===== src/fvpb_pkg.sv =====
// shared constants, codes and widths of the four-voice pulse beeper
package fvpb_pkg;

  localparam int VOICES     = 4;
  localparam int VOICE_W    = $clog2(VOICES);
  localparam int PHASE_W    = VOICE_W + 1;
  localparam int BYTE_W     = 8;
  localparam int LANES      = 4;
  localparam int LANE_W     = 2;
  localparam int ADDR_W     = VOICE_W + LANE_W;
  localparam int REGS       = VOICES * LANES;
  localparam int ACC_W      = 16;
  localparam int LVL_W      = BYTE_W + 1;
  localparam int RECENT_N   = 8;
  localparam int COUNT_W    = 4;
  localparam int AUDIO_W    = 16;
  localparam int SCOPE_W    = 15;
  localparam int IN_DATA_W  = 16;
  localparam int OUT_DATA_W = 40;
  localparam int CFG_ADDR_W = 3;
  localparam int CFG_DATA_W = 32;

  // byte lanes of one voice row
  localparam logic [LANE_W-1:0] LANE_STEP_LO = 2'd0;
  localparam logic [LANE_W-1:0] LANE_STEP_HI = 2'd1;
  localparam logic [LANE_W-1:0] LANE_DUTY    = 2'd2;
  localparam logic [LANE_W-1:0] LANE_VOLUME  = 2'd3;

  // item kinds
  localparam logic KIND_TICK  = 1'b0;
  localparam logic KIND_WRITE = 1'b1;

  // configuration register indexes
  localparam logic CFG_IDX_MUTE   = 1'b0;
  localparam logic CFG_IDX_SMOOTH = 1'b1;

  localparam logic [BYTE_W-1:0]  DUTY_RESET = 8'h80;
  localparam logic [SCOPE_W-1:0] SCOPE_FULL = 15'd32767;
  localparam logic [SCOPE_W-1:0] SCOPE_HALF = 15'd16383;
  localparam logic [AUDIO_W-1:0] AUDIO_HIGH = 16'h7fff;

endpackage


===== src/four_voice_pulse_beeper.sv =====
// four-voice one-bit pulse beeper: register file and accumulators in memories, two stages
//
//   channel   direction  tdata                                   tuser
//   in_       slave      reg_addr[3:0], reg_data[11:4]           kind
//   out_      master     audio_level[15:0], scope_voice[17:16],  scope_valid
//                        scope_level[32:18]
//   cfg_      apb        0x0 mute_mask, 0x4 smooth_mode          -
//
// one item per cycle sustained while the output is not stalled; a tick's result passes
// through the register file and accumulator memory read registers, then the output register
// a write item updates the register file at its own beat and gives no result
// a stalled output stops the input once the compute stage also holds a beat
// synchronous active-low reset; memory contents stand behind per-entry valid bits
module four_voice_pulse_beeper (
  input  logic                                clk,
  input  logic                                rst_n,
  input  logic                                in_tvalid,
  output logic                                in_tready,
  input  logic [fvpb_pkg::IN_DATA_W-1:0]      in_tdata,   // reg_addr, reg_data
  input  logic                                in_tuser,   // kind
  output logic                                out_tvalid,
  input  logic                                out_tready,
  output logic [fvpb_pkg::OUT_DATA_W-1:0]     out_tdata,  // audio_level, scope_voice, scope_level
  output logic                                out_tuser,  // scope_valid
  input  logic                                cfg_psel,
  input  logic                                cfg_penable,
  input  logic                                cfg_pwrite,
  input  logic [fvpb_pkg::CFG_ADDR_W-1:0]     cfg_paddr,
  input  logic [fvpb_pkg::CFG_DATA_W-1:0]     cfg_pwdata,
  output logic [fvpb_pkg::CFG_DATA_W-1:0]     cfg_prdata,
  output logic                                cfg_pready
);

  logic [fvpb_pkg::VOICES-1:0]                       mute_r;
  logic                                              smooth_r;
  logic [fvpb_pkg::PHASE_W-1:0]                      phase_r;

  logic [fvpb_pkg::LANES-1:0][fvpb_pkg::BYTE_W-1:0]  rf_mem [fvpb_pkg::VOICES];
  logic [fvpb_pkg::REGS-1:0]                         rf_vld_r;
  logic [fvpb_pkg::LANES-1:0][fvpb_pkg::BYTE_W-1:0]  rf_rd_r;
  logic [fvpb_pkg::LANES-1:0]                        rf_rdv_r;

  logic [fvpb_pkg::ACC_W-1:0]                        acc_mem [fvpb_pkg::VOICES];
  logic [fvpb_pkg::VOICES-1:0]                       acc_vld_r;
  logic [fvpb_pkg::ACC_W-1:0]                        acc_rd_r;
  logic                                              acc_rdv_r;

  logic                                              s1_valid_r;
  logic [fvpb_pkg::PHASE_W-1:0]                      s1_phase_r;
  logic                                              lvl3_r;
  logic [fvpb_pkg::RECENT_N-1:0]                     recent_r;

  logic                                              out_valid_r;
  logic [fvpb_pkg::OUT_DATA_W-1:0]                   out_data_r;
  logic                                              out_user_r;

  logic                                              in_acc;
  logic                                              tick_acc;
  logic                                              wr_acc;
  logic                                              s1_adv;
  logic                                              cfg_wr;
  logic [fvpb_pkg::ADDR_W-1:0]                       in_addr;
  logic [fvpb_pkg::BYTE_W-1:0]                       in_byte;
  logic [fvpb_pkg::VOICE_W-1:0]                      rd_voice;
  logic [fvpb_pkg::VOICE_W-1:0]                      s1_voice;
  logic                                              s1_even;
  logic [fvpb_pkg::LANES-1:0][fvpb_pkg::BYTE_W-1:0]  row;
  logic [fvpb_pkg::ACC_W-1:0]                        acc_q;
  logic [fvpb_pkg::ACC_W-1:0]                        acc_sum;
  logic [fvpb_pkg::LVL_W-1:0]                        lvl;
  logic                                              muted;
  logic                                              out_bit;
  logic [fvpb_pkg::SCOPE_W-1:0]                      scope_level;
  logic [fvpb_pkg::RECENT_N-1:0]                     recent_nxt;
  logic [fvpb_pkg::COUNT_W-1:0]                      ones;
  logic [fvpb_pkg::AUDIO_W-1:0]                      audio;

  assign in_addr  = in_tdata[fvpb_pkg::ADDR_W-1:0];
  assign in_byte  = in_tdata[fvpb_pkg::ADDR_W +: fvpb_pkg::BYTE_W];
  assign s1_adv   = s1_valid_r && (!out_valid_r || out_tready);
  assign in_tready = !s1_valid_r || s1_adv;
  assign in_acc   = in_tvalid && in_tready;
  assign tick_acc = in_acc && (in_tuser == fvpb_pkg::KIND_TICK);
  assign wr_acc   = in_acc && (in_tuser == fvpb_pkg::KIND_WRITE);
  assign rd_voice = phase_r[fvpb_pkg::PHASE_W-1:1];
  assign s1_voice = s1_phase_r[fvpb_pkg::PHASE_W-1:1];
  assign s1_even  = !s1_phase_r[0];

  // configuration port
  assign cfg_pready = 1'b1;
  assign cfg_wr     = cfg_psel && cfg_penable && cfg_pwrite && cfg_pready;

  always_comb begin
    case (cfg_paddr[2])
      fvpb_pkg::CFG_IDX_MUTE: begin
        cfg_prdata = fvpb_pkg::CFG_DATA_W'(mute_r);
      end
      fvpb_pkg::CFG_IDX_SMOOTH: begin
        cfg_prdata = fvpb_pkg::CFG_DATA_W'(smooth_r);
      end
      default: begin
        cfg_prdata = '0;
      end
    endcase
  end

  always_ff @(posedge clk) begin
    if (!rst_n) begin
      mute_r   <= '0;
      smooth_r <= 1'b0;
    end else if (cfg_wr) begin
      case (cfg_paddr[2])
        fvpb_pkg::CFG_IDX_MUTE: begin
          mute_r <= cfg_pwdata[fvpb_pkg::VOICES-1:0];
        end
        fvpb_pkg::CFG_IDX_SMOOTH: begin
          smooth_r <= cfg_pwdata[0];
        end
        default: begin
          mute_r <= mute_r;
        end
      endcase
    end
  end

  // register file memory, one row per voice
  always_ff @(posedge clk) begin
    if (wr_acc) begin
      rf_mem[in_addr[fvpb_pkg::ADDR_W-1:fvpb_pkg::LANE_W]][in_addr[fvpb_pkg::LANE_W-1:0]]
        <= in_byte;
    end
    if (tick_acc) begin
      rf_rd_r  <= rf_mem[rd_voice];
      rf_rdv_r <= rf_vld_r[rd_voice*fvpb_pkg::LANES +: fvpb_pkg::LANES];
    end
  end

  always_ff @(posedge clk) begin
    if (!rst_n) begin
      rf_vld_r <= '0;
    end else if (wr_acc) begin
      rf_vld_r[in_addr] <= 1'b1;
    end
  end

  // accumulator memory
  always_ff @(posedge clk) begin
    if (s1_adv && s1_even) begin
      acc_mem[s1_voice] <= acc_sum;
    end
    if (tick_acc) begin
      acc_rd_r  <= acc_mem[rd_voice];
      acc_rdv_r <= acc_vld_r[rd_voice];
    end
  end

  always_ff @(posedge clk) begin
    if (!rst_n) begin
      acc_vld_r <= '0;
    end else if (s1_adv && s1_even) begin
      acc_vld_r[s1_voice] <= 1'b1;
    end
  end

  // phase counter and compute stage control
  always_ff @(posedge clk) begin
    if (!rst_n) begin
      phase_r    <= '0;
      s1_valid_r <= 1'b0;
    end else begin
      if (tick_acc) begin
        phase_r <= phase_r + fvpb_pkg::PHASE_W'(1);
      end
      if (tick_acc) begin
        s1_valid_r <= 1'b1;
      end else if (s1_adv) begin
        s1_valid_r <= 1'b0;
      end
    end
  end

  always_ff @(posedge clk) begin
    if (tick_acc) begin
      s1_phase_r <= phase_r;
    end
  end

  // compute stage
  always_comb begin
    for (int b = 0; b < fvpb_pkg::LANES; b++) begin
      if (rf_rdv_r[b]) begin
        row[b] = rf_rd_r[b];
      end else if (fvpb_pkg::LANE_W'(b) == fvpb_pkg::LANE_DUTY) begin
        row[b] = fvpb_pkg::DUTY_RESET;
      end else begin
        row[b] = '0;
      end
    end
    acc_q   = acc_rdv_r ? acc_rd_r : '0;
    acc_sum = acc_q + {row[fvpb_pkg::LANE_STEP_HI], row[fvpb_pkg::LANE_STEP_LO]};
    lvl     = {1'b0, row[fvpb_pkg::LANE_VOLUME]}
            + fvpb_pkg::LVL_W'(acc_sum[fvpb_pkg::ACC_W-1 -: fvpb_pkg::BYTE_W]
                               < row[fvpb_pkg::LANE_DUTY]);
    muted   = mute_r[s1_voice];
    out_bit = !muted && (s1_even ? lvl[4] : lvl3_r);

    if (!s1_even || muted || lvl[4:3] == 2'b00) begin
      scope_level = '0;
    end else if (lvl[4:3] == 2'b11) begin
      scope_level = fvpb_pkg::SCOPE_FULL;
    end else begin
      scope_level = fvpb_pkg::SCOPE_HALF;
    end

    recent_nxt = recent_r;
    if (smooth_r) begin
      recent_nxt[s1_phase_r] = out_bit;
    end
    ones = '0;
    for (int i = 0; i < fvpb_pkg::RECENT_N; i++) begin
      ones = ones + fvpb_pkg::COUNT_W'(recent_nxt[i]);
    end

    if (smooth_r) begin
      audio = {ones, 12'd0} - fvpb_pkg::AUDIO_W'(1);
    end else if (out_bit) begin
      audio = fvpb_pkg::AUDIO_HIGH;
    end else begin
      audio = '0;
    end
  end

  always_ff @(posedge clk) begin
    if (!rst_n) begin
      lvl3_r   <= 1'b0;
      recent_r <= '0;
    end else if (s1_adv) begin
      recent_r <= recent_nxt;
      if (s1_even) begin
        lvl3_r <= lvl[3];
      end
    end
  end

  // output register
  always_ff @(posedge clk) begin
    if (!rst_n) begin
      out_valid_r <= 1'b0;
    end else if (s1_adv) begin
      out_valid_r <= 1'b1;
    end else if (out_tready) begin
      out_valid_r <= 1'b0;
    end
  end

  always_ff @(posedge clk) begin
    if (s1_adv) begin
      out_data_r <= {7'd0, scope_level,
                     s1_even ? s1_voice : fvpb_pkg::VOICE_W'(0), audio};
      out_user_r <= s1_even;
    end
  end

  assign out_tvalid = out_valid_r;
  assign out_tdata  = out_data_r;
  assign out_tuser  = out_user_r;

endmodule


===== config.mk =====
export PLATFORM = sky130hd
export DESIGN_NAME = four_voice_pulse_beeper
export DESIGN_NICKNAME = d
export VERILOG_FILES = /design/src/fvpb_pkg.sv /design/src/four_voice_pulse_beeper.sv
export SDC_FILE = /design/constraint.sdc
export NUM_CORES = 1
export LEC_CHECK = 0
export ABC_CLOCK_PERIOD_IN_PS = 7500
export BUFFER_PORTS_ARGS = -buffer_cell sky130_fd_sc_hd__buf_4
export CAP_MARGIN = 10
export CORE_MARGIN = 2
export CORE_UTILIZATION = 50
export CTS_CLUSTER_DIAMETER = 120
export DETAILED_ROUTE_END_ITERATION = 10
export PLACE_DENSITY = 0.74
export SETUP_SLACK_MARGIN = 0.3
export SLEW_MARGIN = 20
export SYNTH_ARGS = -nofsm -noshare
export SYNTH_HDL_FRONTEND = slang
export SYNTH_SLANG_ARGS = --single-unit

===== constraint.sdc =====
create_clock -name clk -period 7.5 [get_ports clk]
set_input_delay 0.75 -clock clk [delete_from_list [all_inputs] [get_ports clk]]
set_output_delay 0.75 -clock clk [all_outputs]
set_load 0.02 [all_outputs]

# [After elaboration in Yosys (flattened, before gate mapping)]
# Memories as Yosys holds them, arrays and structs flattened. A register that Yosys moved wholly into a read port is not among the register bits.
# Cells that the tools add are included.
[op_classes] add_sub_neg=11 magnitude_cmp=10 eq_ne=1 shifts=1 n_mux=32 bitwise=5 n_reduce_logical=26
[op_table] cell="case mux 32 bit (2 select lines)" count=1
[op_table] cell="2-to-1 mux 8 bit" count=5
[op_table] cell="2-to-1 mux 16 bit" count=2
[op_table] cell="2-to-1 mux 32 bit" count=1
[op_table] cell="2-to-1 mux 15 bit" count=2
[op_table] cell="adder 16 bit" count=1
[op_table] cell="adder 4 x 1 -> 4 bit" count=4
[op_table] cell="demux 8 bit (select 2 bit)" count=1
[op_table] cell="OR 16 bit" count=1
[op_table] cell="indexed part select 16 x 5 -> 4 bit" count=1
[op_table] cell="subtractor 16 x 1 -> 16 bit (second input constant)" count=1
[op_table] cell="2-to-1 mux 1 bit" count=13
[op_table] cell="logical AND 1 bit" count=12
[op_table] cell="< comparator 2 x 3 -> 1 bit (second input constant)" count=3
[op_table] cell="bitwise mux 8 bit" count=1
[op_table] cell="< comparator 8 bit" count=1
[op_table] cell="AND reduction 2 bit" count=3
[op_table] cell="adder 5 x 1 -> 5 bit" count=1
[op_table] cell="< comparator 4 x 5 -> 1 bit (second input constant)" count=1
[op_table] cell="2-to-1 mux 5 bit" count=1
[op_table] cell="adder 3 x 1 -> 4 bit" count=1
[op_table] cell="binary-select mux 1 bit (select 2 bit)" count=2
[op_table] cell="demux 1 bit (select 4 bit)" count=1
[op_table] cell=">= comparator 2 x 1 -> 1 bit (second input constant)" count=2
[op_table] cell="other kinds (15)" count=24
[word_totals] ff_bits=81 mem_bits_rw=192 out_inout_bits=76 memories=2
[mem_list] name="rf_mem" words=4 width=32 read_ports=1 rd_clocked_by_memory_dff=1 wr=1 line="four_voice_pulse_beeper.sv:38" source="logic [fvpb_pkg::LANES-1:0][fvpb_pkg::BYTE_W-1:0] rf_mem [fvpb_pkg::VOICES];"
[mem_list] name="acc_mem" words=4 width=16 read_ports=1 rd_clocked_by_memory_dff=1 wr=1 line="four_voice_pulse_beeper.sv:43" source="logic [fvpb_pkg::ACC_W-1:0] acc_mem [fvpb_pkg::VOICES];"

# [Logic depth before layout (Yosys ltp)]
# Gate-level depths: netlist of run 1.
[logic_depth] depth_word=17 ltp_mapped=30

# [Worst setup path before layout of run 1]
# OpenSTA, ideal clock, no wires.
[synth_timing] path_kind="register to register" from="register rf_rdv_r[0] (netlist bit)" to="register out_data_r, in the netlist out_tdata[15], data pin" setup_time_ns=0.255 arrival_ns=6.598 t_required_ns=7.245 path_slack_ns=0.647 stages_incl_launch_ff=30 period_less_slack_ns=6.853 cell_sequence="edfxtp_1 > and2_1 > ha_1 > fa_1 > a211oi_2 > o21ai_2 > a221oi_4 > o211ai_1 > a221oi_1 > xnor2_1 > ha_1 > o21ai_0 > nor2_1 > nor4b_1 > mux2_4 > buf_2 > o211a_1 > nor3_1 > fa_1 > inv_1 > fa_1 > fa_1 > inv_1 > ha_1 > inv_1 > fa_1 > nor3b_1 > xnor2_1 > a21oi_1 > nor2b_1"
[synth_via] elab_chain_cells=17
[synth_lines] item="start, declared" line="four_voice_pulse_beeper.sv:41" source="logic [fvpb_pkg::LANES-1:0] rf_rdv_r;"
[synth_lines] item="start signal, assigned" line="four_voice_pulse_beeper.sv:134" source="rf_rdv_r <= rf_vld_r[rd_voice*fvpb_pkg::LANES +: fvpb_pkg::LANES];"
[synth_lines] item="2-to-1 mux 8 bit" line="four_voice_pulse_beeper.sv:191" source="if (rf_rdv_r[b]) begin"
[synth_lines] item="adder 16 bit" line="four_voice_pulse_beeper.sv:200" source="acc_sum = acc_q + {row[fvpb_pkg::LANE_STEP_HI], row[fvpb_pkg::LANE_STEP_LO]};"
[synth_lines] item="named net acc_sum (one bit)" line="four_voice_pulse_beeper.sv:69" source="logic [fvpb_pkg::ACC_W-1:0] acc_sum;"
[synth_lines] item="< comparator 8 bit" line="four_voice_pulse_beeper.sv:203" source="< row[fvpb_pkg::LANE_DUTY]);"
[synth_lines] item="adder 5 x 1 -> 5 bit" line="four_voice_pulse_beeper.sv:202" source="+ fvpb_pkg::LVL_W'(acc_sum[fvpb_pkg::ACC_W-1 -: fvpb_pkg::BYTE_W]"
[synth_lines] item="2-to-1 mux 1 bit" line="four_voice_pulse_beeper.sv:205" source="out_bit = !muted && (s1_even ? lvl[4] : lvl3_r);"
[synth_lines] item="logical AND 1 bit" line="four_voice_pulse_beeper.sv:205"
[synth_lines] item="bitwise mux 8 bit" line="four_voice_pulse_beeper.sv:217" source="recent_nxt[s1_phase_r] = out_bit;"
[synth_lines] item="2-to-1 mux 8 bit" line="four_voice_pulse_beeper.sv:216" source="if (smooth_r) begin"
[synth_lines] item="named net recent_nxt (one bit)" line="four_voice_pulse_beeper.sv:74" source="logic [fvpb_pkg::RECENT_N-1:0] recent_nxt;"
[synth_lines] item="adder 1 x 1 -> 2 bit" line="four_voice_pulse_beeper.sv:221" source="ones = ones + fvpb_pkg::COUNT_W'(recent_nxt[i]);"
[synth_lines] item="adder 2 x 1 -> 3 bit" line="four_voice_pulse_beeper.sv:221"
[synth_lines] item="adder 3 x 1 -> 4 bit" line="four_voice_pulse_beeper.sv:221"
[synth_lines] item="adder 4 x 1 -> 4 bit (4 in a row)" line="four_voice_pulse_beeper.sv:221"
[synth_lines] item="subtractor 16 x 1 -> 16 bit" line="four_voice_pulse_beeper.sv:225" source="audio = {ones, 12'd0} - fvpb_pkg::AUDIO_W'(1);"
[synth_lines] item="2-to-1 mux 16 bit" line="four_voice_pulse_beeper.sv:224" source="if (smooth_r) begin"
[synth_lines] item="end signal, assigned" line="four_voice_pulse_beeper.sv:258" source="out_data_r <= {7'd0, scope_level,"
[synth_lines] item="end, declared" line="four_voice_pulse_beeper.sv:54" source="logic [fvpb_pkg::OUT_DATA_W-1:0] out_data_r;"
# The timed path passes the listed nets, and every way through them passes these cells.
# A chain may end at the register's enable or synchronous reset.

# [Worst setup path in the final report of run 1]
[layout_timing] from="register acc_rdv_r" to="register out_data_r, in the netlist out_tdata[14], data pin"
[layout_via] elab_chain_cells=17 elab_cells_between_ends=18 classes_between="add/sub: 10; order compare: 1; mux: 6; reduce/logical: 1"
[layout_lines] item="start, declared" line="four_voice_pulse_beeper.sv:46" source="logic acc_rdv_r;"
[layout_lines] item="start signal, assigned" line="four_voice_pulse_beeper.sv:153" source="acc_rdv_r <= acc_vld_r[rd_voice];"
[layout_lines] item="2-to-1 mux 16 bit" line="four_voice_pulse_beeper.sv:199" source="acc_q = acc_rdv_r ? acc_rd_r : '0;"
[layout_lines] item="adder 16 bit" line="four_voice_pulse_beeper.sv:200"
[layout_lines] item="named net acc_sum (one bit)" line="four_voice_pulse_beeper.sv:69"
[layout_lines] item="< comparator 8 bit" line="four_voice_pulse_beeper.sv:203"
[layout_lines] item="adder 5 x 1 -> 5 bit" line="four_voice_pulse_beeper.sv:202"
[layout_lines] item="2-to-1 mux 1 bit" line="four_voice_pulse_beeper.sv:205"
[layout_lines] item="logical AND 1 bit" line="four_voice_pulse_beeper.sv:205"
[layout_lines] item="bitwise mux 8 bit" line="four_voice_pulse_beeper.sv:217"
[layout_lines] item="2-to-1 mux 8 bit" line="four_voice_pulse_beeper.sv:216"
[layout_lines] item="named net recent_nxt (one bit)" line="four_voice_pulse_beeper.sv:74"
[layout_lines] item="adder 1 x 1 -> 2 bit" line="four_voice_pulse_beeper.sv:221"
[layout_lines] item="adder 2 x 1 -> 3 bit" line="four_voice_pulse_beeper.sv:221"
[layout_lines] item="adder 3 x 1 -> 4 bit" line="four_voice_pulse_beeper.sv:221"
[layout_lines] item="adder 4 x 1 -> 4 bit (4 in a row)" line="four_voice_pulse_beeper.sv:221"
[layout_lines] item="subtractor 16 x 1 -> 16 bit" line="four_voice_pulse_beeper.sv:225"
[layout_lines] item="2-to-1 mux 16 bit" line="four_voice_pulse_beeper.sv:224"
[layout_lines] item="named net audio (one bit)" line="four_voice_pulse_beeper.sv:76" source="logic [fvpb_pkg::AUDIO_W-1:0] audio;"
# The timed path passes the listed nets, and every way through them passes these cells.

==> summary.md, run 1 <==
| Metric | Value |
|---|---|
| Insertion delay of the later-clocked pin in the worst-skew pair | `0.55 ns` |
| Port bufs | `64` |
| Data required time at the worst endpoint | `7.78 ns` |
| Number of buffers created by CTS | `29` |
| Number of search-and-repair iterations in the first detailed-routing pass | `5` |
| Cell type with the highest occurrence count on the critical path | `fa_1` |
| Transition time at the pin with the least slew margin | `0.882 ns` |
| Placed Instance Area | `12900 um^2` |
| Area delta synth->final | `14.6%` |
| Area of all placed cells without fillers | `14100 um^2` |
| Gate count of the mapped netlist | `784` |
| Width of the die | `161 um` |
| Max-Cap Viols | `0` |
| Critical-path top delay cell | `fa_1` |
| Max Slew Vio Count | `0` |
| CTS tree | `built` |
| Power, Total | `3.41 mW` |
| Hold buffer count at cts | `0` |
| Wire per inst | `18.3 um` |
| Seq cells post-synth | `282` |
| Synthesized area divided by synthesized cell count | `15.7 um^2` |
| M1 WL | `9560 um` |
| Number of primary I/O pins | `135` |
| Global route overflow | `0` |
| Skew final | `0.0104 ns` |
| Fraction of layout instances using a drive strength above 1 | `25.8%` |
| Total number of H-tree levels | `1` |
| Worst hold slack | `0.455 ns` |
| Overall track demand over capacity in global routing | `17.1%` |
| Ys async rst share | `0%` |
| DRT antenna net count | `0` |
| Worst Path Class, Setup | `reg2reg` |
| Iteration-0 DRC Markers | `345` |
| Count of inserted antenna diode cells | `0` |
| Pwr per Cell Area | `242 nW/um^2` |
| Minimum clock period | `6.92 ns` |
| Max frequency | `0.145 GHz` |
| Fill cell instance count of the final layout | `1853` |
| Seq/Total Area, Yosys | `65.6%` |
| Leading area contributor after synthesis | `edfxtp_1` |
| Headroom to the max-slew limit | `41.0%` |
| Fin Setup TNS | `0 ns` |
| Cell variety after synth | `56` |
| Post-synth top area share | `59.2%` |
| Pin count of the biggest net entering global routing | `58` |
| Met3 wire length | `986 um` |
| Buffer depth of the longest clock path | `3` |
| Worst hold path class | `in2reg` |
| Number of enable flip-flop cells after synthesis | `243` |
| Weighted congestion at the end of routability-driven global placement | `0.808` |
| Arrival @ worst endpoint | `7.20 ns` |
| Max layer used | `met4` |
| Final-report setup violation count | `0` |
| Crit share post-route | `92.3%` |
| Via Count | `6442` |
| Leakage power total | `5.04 nW` |
| Detailed-placement wirelength estimate | `13600 um` |
| Biggest area contributors in the synthesized netlist | `edfxtp_1 (59%), mux4_2 (9.3%), dfxtp_1 (6.3%)` |
| Maximum fanout count along the critical path | `5` |
| Vias per cell | `5.39` |
| Synthesized cell area | `12300 um^2` |
| Die Ht | `161 um` |
| Warning count from the yosys run | `0` |
| Kind of end point of the critical path | `flop` |
| Total detailed-routing wirelength | `21900 um` |
| Outcome | `finished, final reports clean` |
| Number of rows in the core area | `57` |
| Net count reported at finish | `940` |
| Number of clock sinks | `282` |
| Initial antenna violation count | `0` |
| Nature of the critical path startpoint | `flop` |
| Post-CTS clock slew at the launch and capture registers of the worst setup and hold paths | `0.06 ns` |
| Clk Tree Root Cell | `clkbuf_16` |
| VDD IR max | `0.000299 V` |
| Initial core utilization | `50.8%` |
| Unrepaired setup endpoints after global routing | `false` |
| Met2 Routed Length | `11000 um` |
| Endpoints failing hold | `0` |
| Residual DRC count | `0` |
| First-pass GRT wire length | `34800 um` |
| Largest stage delay, worst path | `0.53 ns` |
| Die Footprint | `25900 um^2` |
| Vias in the first global route | `6381` |
| Primary flip-flop cell chosen by synthesis mapping | `edfxtp_1` |
| Area inside the core boundary | `24200 um^2` |
[per-layer routing]
metal / up-vias / GRT usage, %
met2: 147 / 28.8
met3: 30 / 3.03
li1: 3011 / -
met4: 0 / 4.14
met1: 3254 / 23.4
met5: - / 0
[state kept, by name, indices dropped and copies added, names as in the netlist]
signal / cells
acc_vld_r: 4
out_tuser: 1
rf_vld_r: 16
s1_valid_r: 1
recent_r: 8
mute_r: 4
acc_rd_r: 16
s1_phase_r: 3
rf_mem: 116
out_tdata: 9
phase_r: 3
out_tvalid: 1
acc_rdv_r: 1
acc_mem: 64
smooth_r: 1
rf_rd_r: 29
lvl3_r: 1
rf_rdv_r: 4
[per-stage QoR]
step	util, %	std cells	setup WS [ns]
finish	58.2	1196	0.581
global route	58.2	1196	0.281
CTS	57.5	1190	0.301
detailed placement	53.1	1132	0.214
global placement	53.1	1132	0.361
floorplan	-	818	0.647
[layout by cell type, fill, tap and decap left out, types with 13 or more instances in the layout]
| cell type | n |
|---|---|
| a21oi_1 | 13 |
| and2_1 | 36 |
| buf_4 | 87 |
| clkbuf_16 | 30 |
| conb_1 | 36 |
| dfxtp_1 | 37 |
| edfxtp_1 | 243 |
| ha_1 | 26 |
| inv_1 | 16 |
| mux4_2 | 51 |
| nand2_1 | 31 |
| nor2_1 | 43 |
| nor2b_1 | 18 |
| nor3_1 | 23 |
| o21a_1 | 25 |
[area by class of cell]
class / count / area, um^2 / area share, %
well taps: 324 / 405 / 2.87
multi-input cells: 432 / 3860 / 27.4
clock buffers: 40 / 838 / 5.94
flip-flops and latches: 282 / 8080 / 57.3
clock inverters: 14 / 184 / 1.30
repair buffers: 88 / 681 / 4.82
inverters: 16 / 60.1 / 0.425
[synth_stat cells, types with 3 or more instances]
library cell and instances:
a21oi_1 13, xor2_1 5, or3_1 4, o211a_1 8, o211ai_1 7, nand3_1 4
a21boi_0 3, dfxtp_1 39, buf_2 6, nor2_1 45, o21a_1 25, nand4_1 5
edfxtp_1 243, mux2i_1 11, inv_1 16, fa_1 5, mux2_2 4, a211oi_2 5
nor4b_1 3, mux4_2 51, nand2_1 31, a21o_1 3, nand2b_1 5, xnor2_1 14
ha_1 27, clkbuf_1 19, nor2b_1 19, and2_1 36, buf_4 61, o21ai_0 11
nor3_1 26
[where the power goes]
part	switching [mW]	internal (mW)	leakage (nW)	total, mW
registers	0.0141	1.73	2.54	1.75
logic	0.107	0.0644	2.00	0.171
clock network	0.573	0.920	0.504	1.49
total	0.693	2.72	5.04	3.41
[final timing paths]
kind / endpoint / cells past startpoint / start / slack, ns
setup / recovery: out_tdata[14] / 27 / acc_rdv_r / 0.58
hold reg to reg: rf_vld_r[8] / 1 / rf_vld_r[8] / 0.46
hold / removal: mute_r[2] / 3 / cfg_pwdata[2] / 0.46
setup reg to reg: out_tdata[14] / 27 / acc_rdv_r / 0.58
[cells by family (layout without fill, tap and decap cells)]
kind of cell	Yosys count	in the layout	share of synthesized area (%)
AOI/OAI and AO/OA	88	88	5.59
xor gates and xnor gates	19	19	1.35
adders and majority gates	32	32	3.55
buffers and inverters	104	158	5.15
DFF	282	282	65.6
muxes	67	67	10.7
other	2	36	0.0610
and+or+nand+nor	190	190	8.03
[critical path: cells and delay by family (launching register included)]
| family | cells | cell delay, ns |
|---|---|---|
| DFF | 1 | 0.42 |
| AOI/OAI and AO/OA | 7 | 1.30 |
| xor gates and xnor gates | 2 | 0.32 |
| buffers and inverters | 3 | 0.16 |
| and+or+nand+nor | 5 | 0.89 |
| muxes | 1 | 0.32 |
| adders and majority gates | 9 | 3.22 |
[repair_timing]
item / in CTS / in global routing
setup buffers: 4 / 5
pin swaps: 2 / 7
gates resized for setup: 3 / 17
setup endpoints to repair: 3 / 3
(Power assumes the default switching activity.)
==> inputs of run 2 (changes only) <==
--- a/config.mk
+++ b/config.mk
@@ -11,6 +11,6 @@
 export CORE_MARGIN = 2
-export CORE_UTILIZATION = 50
+export CORE_UTILIZATION = 49
 export CTS_CLUSTER_DIAMETER = 120
 export DETAILED_ROUTE_END_ITERATION = 10
-export PLACE_DENSITY = 0.74
+export PLACE_DENSITY = 0.73
 export SETUP_SLACK_MARGIN = 0.3
==> constraint.sdc (replaced) <==
create_clock -name clk -period 7.5 [get_ports clk]
set_input_delay 2.25 -clock clk [delete_from_list [all_inputs] [get_ports clk]]
set_output_delay 2.25 -clock clk [all_outputs]
set_load 0.02 [all_outputs]
==> summary.md, run 2 (synthesis results as in run 1) <==
| Metric | Value |
|---|---|
| Outcome | `finished, final reports clean` |
| Iteration-0 DRC Markers | `382 (+11%)` |
| Final Util | `56.4% (-1.8 points)` |
| VDD IR max | `0.000222 V (-26%)` |
| Maximum fanout count along the critical path | `6 (+1)` |
| Initial core utilization | `49.4% (-1.5 points)` |
| Initial antenna violation count | `0 (unchanged)` |
| Residual DRC count | `0 (unchanged)` |
| Worst Path Class, Setup | `reg2reg` |
| Power, Total | `3.34 mW (-2.2%)` |
| First-pass GRT wire length | `34400 um (-1.3%)` |
| Clk Tree Root Cell | `clkbuf_16` |
| Highest-count cells in the layout ignoring fill and taps | `edfxtp_1 (243), buf_4 (88), mux4_2 (51), nor2_1 (43), dfxtp_1 (37)` |
| Number of stages on the worst hold path | `1 (-2)` |
| Max frequency | `0.145 GHz (+0.43%)` |
| Setup WS pre-CTS | `0.284 ns (+0.0698 ns)` |
| Pin count of the biggest net entering global routing | `58 (unchanged)` |
| Via Count | `6428 (-0.22%)` |
| Port bufs | `64 (unchanged)` |
| Vias per cell | `5.35 (-0.72%)` |
| Endpoints failing hold | `0 (unchanged)` |
| Hold buffer count at cts | `0 (unchanged)` |
| Fraction of layout instances using a drive strength above 1 | `26.0% (+0.23 points)` |
| Final cell count without fillers | `1202 (+0.50%)` |
| Insertion delay of the later-clocked pin in the worst-skew pair | `0.55 ns (about the same)` |
| Weighted congestion at the end of routability-driven global placement | `0.786 (-2.7%)` |
| Nature of the critical path startpoint | `flop` |
| Leakage power total | `4.99 nW (-0.86%)` |
| Unrepaired setup endpoints after global routing | `false` |
| Crit share post-route | `91.9% (-0.39 points)` |
| Pwr per Cell Area | `237 nW/um^2 (-1.9%)` |
| Area delta synth->final | `14.2%` |
| Net count reported at finish | `941 (+0.11%)` |
| Overall track demand over capacity in global routing | `16.7% (-0.40 points)` |
| Detailed-placement wirelength estimate | `13600 um (about the same)` |
| Minimum clock period | `6.89 ns (-0.0294 ns)` |
| Global route overflow | `0 (unchanged)` |
| Data required time at the worst endpoint | `7.77 ns (about the same)` |
| Headroom to the max-slew limit | `37.4% (-3.6 points)` |
| Total detailed-routing wirelength | `21800 um (-0.36%)` |
| Most common cell after layout, fill and taps aside | `edfxtp_1` |
| Post-CTS clock slew at the launch and capture registers of the worst setup and hold paths | `0.06 ns (about the same)` |
| Wire per inst | `18.2 um (-0.85%)` |
| Placed Instance Area | `12900 um^2 (+0.17%)` |
| Count of inserted antenna diode cells | `0 (unchanged)` |
| CTS tree | `built` |
| Area of all placed cells without fillers | `14100 um^2 (-0.28%)` |
| Fin Setup TNS | `0 ns (unchanged)` |
| Number of clock sinks | `282 (unchanged)` |
| Buffer depth of the longest clock path | `3 (unchanged)` |
| Length in cells of the worst reg-to-reg path | `27 (unchanged)` |
| Width of the die | `163 um (+0.99%)` |
| Arrival @ worst endpoint | `7.16 ns (-0.04 ns)` |
| Max Slew Vio Count | `0 (unchanged)` |
| Transition time at the pin with the least slew margin | `0.936 ns (+0.0535 ns)` |
| Flip-flop count of the largest register after layout | `116 (unchanged)` |
| Kind of end point of the critical path | `flop` |
| Number of rows in the core area | `58 (+1.8%)` |
| Final-report setup violation count | `0 (unchanged)` |
| Min setup slack post-route | `0.610 ns (+0.0294 ns)` |
| Skew final | `0.0212 ns (+0.0108 ns)` |
| Die Footprint | `26400 um^2 (+2.0%)` |
| Worst hold slack | `0.459 ns (+0.00432 ns)` |
| Vias in the first global route | `6233 (-2.3%)` |
| Instance count after placement with tap cells included | `1140 (+0.71%)` |
| Max-Cap Viols | `0 (unchanged)` |
| Number of search-and-repair iterations in the first detailed-routing pass | `4 (-1)` |
| Die Ht | `163 um (+0.99%)` |
| Area inside the core boundary | `25000 um^2 (+3.0%)` |
| Number of primary I/O pins | `135 (unchanged)` |
| Total number of H-tree levels | `1 (unchanged)` |
| Worst hold path class | `reg2reg` |
| Number of buffers created by CTS | `29 (unchanged)` |
| DRT antenna net count | `0 (unchanged)` |
run 2: changes by cell type in the layout (fill, tap and decap cells not counted), sizes merged:
| cell | previous run | this run |
|---|---|---|
| inv | 18 | 17 |
| buf | 88 | 89 |
| clkbuf | 40 | 44 |
| bufinv | 4 | 2 |
| clkinvlp | 0 | 1 |
| clkinv | 8 | 5 |
run 2: path summary, 6_finish.rpt:
kind | from | endpoint | slack [ns]
max | acc_rdv_r | out_tdata[14] | 0.61
min | rf_vld_r[11] | rf_vld_r[11] | 0.46
max reg2reg | acc_rdv_r | out_tdata[14] | 0.61
min reg2reg | rf_vld_r[11] | rf_vld_r[11] | 0.46
run 2: power breakdown:
group | leakage (nW) | switching (mW) | internal (mW)
registers | 2.54 | 0.0120 | 1.73
clock network | 0.470 | 0.566 | 0.851
logic | 1.99 | 0.109 | 0.0658
total | 4.99 | 0.687 | 2.65
run 2: cell type report:
| cell class | instances | area, um^2 |
|---|---|---|
| timing repair buffer | 89 | 672 |
| clock buffer | 44 | 852 |
| multi-input combinational | 432 | 3880 |
| inverter | 16 | 60.1 |
| fill | 1945 | 10900 |
| sequential | 282 | 8080 |
| tap | 330 | 413 |
| clock inverter | 9 | 110 |
run 2: routing by layer:
metal	track usage, %	part of all wire (%)	vias up
met3	2.44	4.5	29
met2	28.0	49	169
li1	-	-	3021
met1	23.1	45	3209
met5	0	0	-
met4	4.42	1.9	0
run 2: worst max-delay path: stages (launching register included):
cell	delay [ns]
edfxtp_1	0.46
and2_1	0.19
ha_1	0.21
fa_2	0.38
a211oi_2	0.21
o21ai_2	0.11
a221oi_4	0.29
o211ai_1	0.15
a221oi_2	0.34
xnor2_2	0.17
ha_1	0.33
o21ai_1	0.07
nor2_2	0.19
nor4b_2	0.07
mux2_4	0.33
nor4b_4	0.31
nor3_4	0.06
fa_1	0.53
inv_1	0.05
fa_1	0.45
fa_1	0.49
inv_1	0.04
ha_1	0.18
inv_1	0.07
fa_1	0.44
ha_1	0.23
xnor2_1	0.19
a211oi_2	0.09
run 2: what timing repair did:
item / CTS / global route
endpoints found under the setup margin: 3 / 3
pin swaps: 0 / 10
gates resized for setup: 1 / 24
endpoints found under the hold margin: 0 / 0
setup buffers: 0 / 9
